===== src/hw/rtl/ddoi_pkg.sv =====
`timescale 1ns / 1ps
`default_nettype none

package ddoi_pkg;

    // rotation count of the cordic, 8 to 32
    localparam int CORDIC_STEPS = 16;

    // table depth and index width of the arctangent table
    localparam int ATAN_DEPTH = 32;
    localparam int ATAN_IDX_W = $clog2(ATAN_DEPTH);

    // cordic start value, pre-scaled by the inverse gain, q2.30
    localparam logic [31:0] CORDIC_GAIN_INIT = 32'd652032874;

    // radians to binary angle, about 2^32 / (2*pi)
    localparam logic [29:0] RAD_TO_BAM = 30'd683565276;

    // unit in q2.30
    localparam int ONE_Q30 = 1073741824;

    // largest position step, 2^33 in q16.16
    localparam logic [63:0] STEP_LIMIT = 64'd8589934592;

    // configuration register index
    localparam int CFG_IDX_W = 2;

    typedef enum logic [CFG_IDX_W-1:0] {
        REG_START_X       = 2'd0,
        REG_START_Y       = 2'd1,
        REG_START_HEADING = 2'd2
    } t_reg_idx;

    // sequencer states
    typedef enum logic [4:0] {
        S_IDLE  = 5'b00001,
        S_CORD1 = 5'b00010,
        S_MUL   = 5'b00100,
        S_CORD2 = 5'b01000,
        S_EMIT  = 5'b10000
    } t_state;

    // multiply sequence steps
    typedef enum logic [3:0] {
        MS_MUL_VX  = 4'd0,
        MS_MUL_VY  = 4'd1,
        MS_MUL_XHI = 4'd2,
        MS_MUL_XLO = 4'd3,
        MS_MUL_YHI = 4'd4,
        MS_MUL_YLO = 4'd5,
        MS_MUL_WLO = 4'd6,
        MS_MUL_WHI = 4'd7,
        MS_SUM_W   = 4'd8,
        MS_MUL_KLO = 4'd9,
        MS_MUL_KHI = 4'd10,
        MS_HEAD    = 4'd11
    } t_mstep;

    // cordic result towards the sequencer
    typedef struct packed {
        logic               done;
        logic signed [31:0] cos_v;
        logic signed [31:0] sin_v;
    } t_trig;

    // arctangent of 2^-i as binary angle
    function automatic logic [31:0] atan_bam(input logic [ATAN_IDX_W-1:0] idx);
        logic [31:0] v;
        unique case (idx)
            5'd0:  v = 32'h2000_0000;
            5'd1:  v = 32'h12E4_051D;
            5'd2:  v = 32'h09FB_385B;
            5'd3:  v = 32'h0511_11D4;
            5'd4:  v = 32'h028B_0D43;
            5'd5:  v = 32'h0145_D7E1;
            5'd6:  v = 32'h00A2_F61E;
            5'd7:  v = 32'h0051_7C55;
            5'd8:  v = 32'h0028_BE53;
            5'd9:  v = 32'h0014_5F2F;
            5'd10: v = 32'h000A_2F98;
            5'd11: v = 32'h0005_17CC;
            5'd12: v = 32'h0002_8BE6;
            5'd13: v = 32'h0001_45F3;
            5'd14: v = 32'h0000_A2F9;
            5'd15: v = 32'h0000_517C;
            5'd16: v = 32'h0000_28BE;
            5'd17: v = 32'h0000_145F;
            5'd18: v = 32'h0000_0A2F;
            5'd19: v = 32'h0000_0517;
            5'd20: v = 32'h0000_028B;
            5'd21: v = 32'h0000_0145;
            5'd22: v = 32'h0000_00A2;
            5'd23: v = 32'h0000_0051;
            5'd24: v = 32'h0000_0028;
            5'd25: v = 32'h0000_0014;
            5'd26: v = 32'h0000_000A;
            5'd27: v = 32'h0000_0005;
            5'd28: v = 32'h0000_0002;
            5'd29: v = 32'h0000_0001;
            5'd30: v = 32'h0000_0000;
            5'd31: v = 32'h0000_0000;
        endcase
        return v;
    endfunction

endpackage

`default_nettype wire


===== src/hw/rtl/ddoi_cordic.sv =====
`timescale 1ns / 1ps
`default_nettype none

module ddoi_cordic
    import ddoi_pkg::*;
(
    input  logic        i_clk,
    input  logic        i_rst_n,
    input  logic        i_start,
    input  logic [31:0] i_angle,
    output t_trig       o_res
);

    logic signed [33:0]    r_x, r_y, r_z;
    logic                  r_flip;
    logic                  r_busy;
    logic                  r_done;
    logic [ATAN_IDX_W-1:0] r_cnt;

    logic [31:0]        w_rot;
    logic               w_flip;
    logic [31:0]        w_a;
    logic signed [33:0] w_dx, w_dy, w_atan;
    logic signed [33:0] w_xf, w_yf;

    // fold the angle into the right half plane
    assign w_rot  = i_angle + 32'h4000_0000;
    assign w_flip = w_rot[31];
    assign w_a    = w_flip ? (i_angle ^ 32'h8000_0000) : i_angle;

    // shifted terms of the current rotation
    assign w_dx   = r_y >>> r_cnt;
    assign w_dy   = r_x >>> r_cnt;
    assign w_atan = $signed({2'b00, atan_bam(r_cnt)});

    // control
    always_ff @(posedge i_clk) begin
        if (!i_rst_n) begin
            r_busy <= 1'b0;
            r_done <= 1'b0;
            r_cnt  <= '0;
        end else begin
            r_done <= 1'b0;
            if (i_start) begin
                r_busy <= 1'b1;
                r_cnt  <= '0;
            end else if (r_busy) begin
                if (r_cnt == ATAN_IDX_W'(CORDIC_STEPS - 1)) begin
                    r_busy <= 1'b0;
                    r_done <= 1'b1;
                end
                r_cnt <= r_cnt + 1'b1;
            end
        end
    end

    // one rotation a cycle
    always_ff @(posedge i_clk) begin
        if (i_start) begin
            r_x    <= $signed({2'b00, CORDIC_GAIN_INIT});
            r_y    <= '0;
            r_z    <= $signed({{2{w_a[31]}}, w_a});
            r_flip <= w_flip;
        end else if (r_busy) begin
            if (!r_z[33]) begin
                r_x <= r_x - w_dx;
                r_y <= r_y + w_dy;
                r_z <= r_z - w_atan;
            end else begin
                r_x <= r_x + w_dx;
                r_y <= r_y - w_dy;
                r_z <= r_z + w_atan;
            end
        end
    end

    // undo the fold and clamp to plus or minus one
    function automatic logic signed [31:0] clamp_one(input logic signed [33:0] v);
        logic signed [31:0] r;
        if (v > 34'sd1073741824) begin
            r = 32'(ONE_Q30);
        end else if (v < -34'sd1073741824) begin
            r = -32'(ONE_Q30);
        end else begin
            r = v[31:0];
        end
        return r;
    endfunction

    assign w_xf = r_flip ? -r_x : r_x;
    assign w_yf = r_flip ? -r_y : r_y;

    assign o_res.done  = r_done;
    assign o_res.cos_v = clamp_one(w_xf);
    assign o_res.sin_v = clamp_one(w_yf);

endmodule

`default_nettype wire


===== config.mk =====
export PLATFORM = sky130hd
export DESIGN_NAME = ddoi_cordic
export DESIGN_NICKNAME = d
export VERILOG_FILES = /design/src/hw/rtl/ddoi_pkg.sv /design/src/hw/rtl/ddoi_cordic.sv
export SDC_FILE = /design/constraint.sdc
export NUM_CORES = 1
export LEC_CHECK = 0
export BUFFER_PORTS_ARGS = -buffer_cell sky130_fd_sc_hd__buf_4
export CAP_MARGIN = 40
export CORE_UTILIZATION = 45
export CTS_CLUSTER_DIAMETER = 120
export DETAILED_ROUTE_END_ITERATION = 10
export GPL_TIMING_DRIVEN = 0
export HOLD_SLACK_MARGIN = 0.1
export PLACE_DENSITY_LB_ADDON = 0.15
export SYNTH_ARGS = -nofsm -noshare
export SYNTH_HDL_FRONTEND = slang
export SYNTH_SLANG_ARGS = --single-unit

===== constraint.sdc =====
create_clock -name i_clk -period 12.1 [get_ports i_clk]
set_clock_uncertainty 0.15 [all_clocks]
set_input_delay 1.21 -clock i_clk [delete_from_list [all_inputs] [get_ports i_clk]]
set_output_delay 1.21 -clock i_clk [all_outputs]
set_load 0.005 [all_outputs]

==> flow_summary.json <==
{
  "syn_to_final_growth_pct": 12.1,
  "first_iter_violations": 2427,
  "netlist_instances": 2604,
  "dp_hpwl_um": 76000,
  "design.die.area_mm2": 0.0454,
  "ys_warn_count": 0,
  "grt_pass1_vias": 20800,
  "htree_levels": 4,
  "synth_edf_count": 35,
  "synth_top_flop_cell": "dfxtp_1",
  "overflow": 0,
  "totalWireLength_um": 95500,
  "cts_tree": "built",
  "worstReg2RegStart": "r_cnt[3]",
  "p_total_w": 0.00701,
  "slew-limit-headroom": 0.317,
  "hold_path_class": "reg -> reg",
  "initial_core_util": 0.461,
  "cts-root-buf": "clkbuf_16",
  "cap_violations": 0,
  "die_h_um": 213,
  "layout_commonest_cell": "nor2_1",
  "p_int_w": 0.00321,
  "peakVddDrop_mv": 0.191,
  "wl_per_cell_um": 28.5,
  "netlist_area_mm2": 0.0201,
  "ios": 100,
  "post-route-period-util": 0.691,
  "rsz0062_at_grt": "no",
  "clkPwrFrac": 0.083,
  "post-cts-setup-buffers": 0,
  "synthMuxAreaShare": 0.158,
  "grt_pass1_wl_um": 137000,
  "cp-start-kind": "flop",
  "cp_max_fo": 10,
  "synth_fa_ha_area_frac": 0.0747,
  "yosys.area_share.simple": 0.216,
  "rows": 76,
  "die_w_um": 213,
  "yosys.area.top_type_share": 0.105,
  "avgSynthCellArea_um2": 7.70,
  "grt_use_total": 0.419,
  "numCtsBuffers": 17,
  "power.density_mw_per_mm2": 312,
  "cts_max_path_buffers": 2,
  "n_fill_cell": 4381,
  "min_period_ns": 8.36,
  "multi_input_area_mm2": 0.0158,
  "async_flop_share": 0,
  "core_area_mm2": 0.0436,
  "synth_xor_xnor_area_share": 0.100,
  "reg2reg_depth": 24,
  "ant_nets": 0,
  "crit_start": "r_cnt[3]",
  "yosysSeqAreaShare": 0.157,
  "synth_top_family_by_area": "compound AO/OA/AOI/OAI gates",
  "drv_slew": 0,
  "finalSetupViolations": 0,
  "final_cell_mix": "315 x nor2_1, 241 x nand2_1, 187 x a21oi_1",
  "antenna_found_initial": 1,
  "crit_path_end_kind": "flop",
  "critPathRequiredTime_ns": 12.31,
  "vias": 22400,
  "ys_ff_latch": 140,
  "routabilityCongestion": 1.08,
  "p_sw_w": 0.00380,
  "setup_tns_ns": 0,
  "maxClockFrequency_mhz": 120,
  "path_clk_slew_ns": 0.07,
  "sw_frac_of_total": 0.542,
  "synth.net_count": 2757,
  "seq_power_share": 0.117,
  "status": "finished clean",
  "drt_pass1_iterations": 7,
  "whs_path_depth": 2,
  "nets": 2899,
  "ys_types": 97,
  "p_comb_frac": 0.800,
  "numClockSinks": 140,
  "clock_latency_ns": 0.48,
  "cts_hold_buf": 0,
  "synthTopCellsByArea": "dfxtp_1 10%, mux4_2 8.8%, ha_1 7.2%",
  "synth_compound_area_frac": 0.237,
  "ctsResizeCount": 0,
  "yosysTopAreaCell": "dfxtp_1",
  "leakage_nw": 9.25,
  "finalHoldViolCount": 0,
  "seq_area_mm2": 0.00315,
  "tightest_slew_ns": 1.02,
  "drive_gt1_frac": 0.132,
  "worstPathArrival_ns": 8.58,
  "drc": 0,
  "port_buffers": 99,
  "worstHoldStart": "r_y[0]",
  "via_per_inst": 6.69,
  "grt_start_max_net_pins": 34,
  "path_class": "reg -> reg"
}
==> path summary, 6_finish.rpt <==
path,to,slack [ns]
max reg2reg,r_x[33],3.74
min reg2reg,r_y[0],0.39
min,r_y[0],0.39
max,r_x[33],3.74
==> metrics by stage <==
| step | setup slack [ns] | std cells | utilization | area, um2 | hold slack, ns |
|---|---|---|---|---|---|
| final | 3.74 | 3345 | 0.516 | 22500 | 0.385 |
| after global routing | 3.54 | 3344 | 0.516 | 22500 | 0.438 |
| after floorplan | 6.38 | 2604 | - | 20100 | 0.340 |
| after detailed placement | 4.18 | 3311 | 0.502 | 21900 | 0.373 |
| after CTS | 4.12 | 3343 | 0.516 | 22500 | 0.383 |
| after global placement | 4.02 | 3288 | 0.494 | 21500 | 0.360 |
==> power by group through the flow <==
| stage | Sequential [W] | Clock (W) | Combinational [W] |
|---|---|---|---|
| 2_1_floorplan | 0.000747 | 0 | 0.00400 |
| 3_3_place_gp | 0.000814 | 0 | 0.00529 |
| 3_5_place_dp | 0.000821 | 0 | 0.00542 |
| 4_1_cts | 0.000810 | 0.000587 | 0.00546 |
| 5_1_grt | 0.000830 | 0.000605 | 0.00605 |
| 6_report | 0.000819 | 0.000583 | 0.00561 |
==> worst max-delay path, cell delays in order, from the launching register on <==
cell      delay, ns
dfxtp_1        0.60
buf_2          0.36
buf_2          0.38
buf_2          0.40
buf_2          0.38
clkbuf_1       0.74
nand2_1        0.13
a311oi_1       0.78
nor4_1         0.18
and2_1         0.23
and2_1         0.20
nor2_1         0.13
xor2_1         0.32
ha_1           0.33
a21oi_1        0.14
o21ai_0        0.14
a211o_1        0.25
a21oi_1        0.27
nor4_1         0.16
o311ai_0       0.42
a21boi_0       0.23
o41ai_1        0.62
nand4_1        0.20
a21oi_2        0.17
mux2_1         0.32
==> layout make-up <==
cell class                 instances  area share
buffer                           204      0.0408
clock buffer                      17      0.0189
inverter                          58     0.00968
sequential                       140       0.140
multi-input combinational       2202       0.701
antenna                            1    0.000111
clock inverter                    15     0.00890
timing repair buffer             123      0.0475
tap                              585      0.0325
==> cells in the mapped netlist (16+ instances only) <==
| library cell | n |
|---|---|
| o31ai_1 | 29 |
| a31oi_1 | 34 |
| dfxtp_1 | 105 |
| clkbuf_1 | 135 |
| a21o_1 | 59 |
| a211oi_1 | 25 |
| edfxtp_1 | 35 |
| xnor2_1 | 97 |
| mux4_2 | 78 |
| o21a_1 | 23 |
| or3_1 | 19 |
| buf_2 | 28 |
| nand3_1 | 51 |
| a21oi_1 | 187 |
| nand4_1 | 16 |
| mux2_2 | 37 |
| mux2i_1 | 97 |
| nand2b_1 | 36 |
| and3_1 | 30 |
| xor2_1 | 133 |
| buf_1 | 18 |
| ha_1 | 115 |
| and2_1 | 30 |
| inv_1 | 55 |
| o22ai_1 | 25 |
| nor2b_1 | 28 |
| o21ai_0 | 162 |
| nor3_1 | 60 |
| nand2_1 | 241 |
| nor2_1 | 315 |
==> cells by family after synthesis <==
family | after synthesis
AO/OA/AOI/OAI | 730
XOR/XNOR | 230
adder cells (fa/ha/maj) | 118
buffers and inverters | 262
flip-flops | 140
multiplexers | 214
AND/OR/NAND/NOR | 910
==> registers in the layout (all words and copies together), names as in the netlist <==
name    count
r_x        34
r_y        34
r_z        34
w_atan     30
r_cnt       5
r_busy      1
r_done      1
r_flip      1
==> metal layers <==
metal / up-vias / wire length (um) / track usage
met5: - / 113 / 0.0167
met4: 4 / 7290 / 0.280
met3: 318 / 9540 / 0.102
met2: 1383 / 42800 / 0.671
met1: 10800 / 35700 / 0.497
li1: 9878 / - / -
Power figures use the tool's default switching activity.
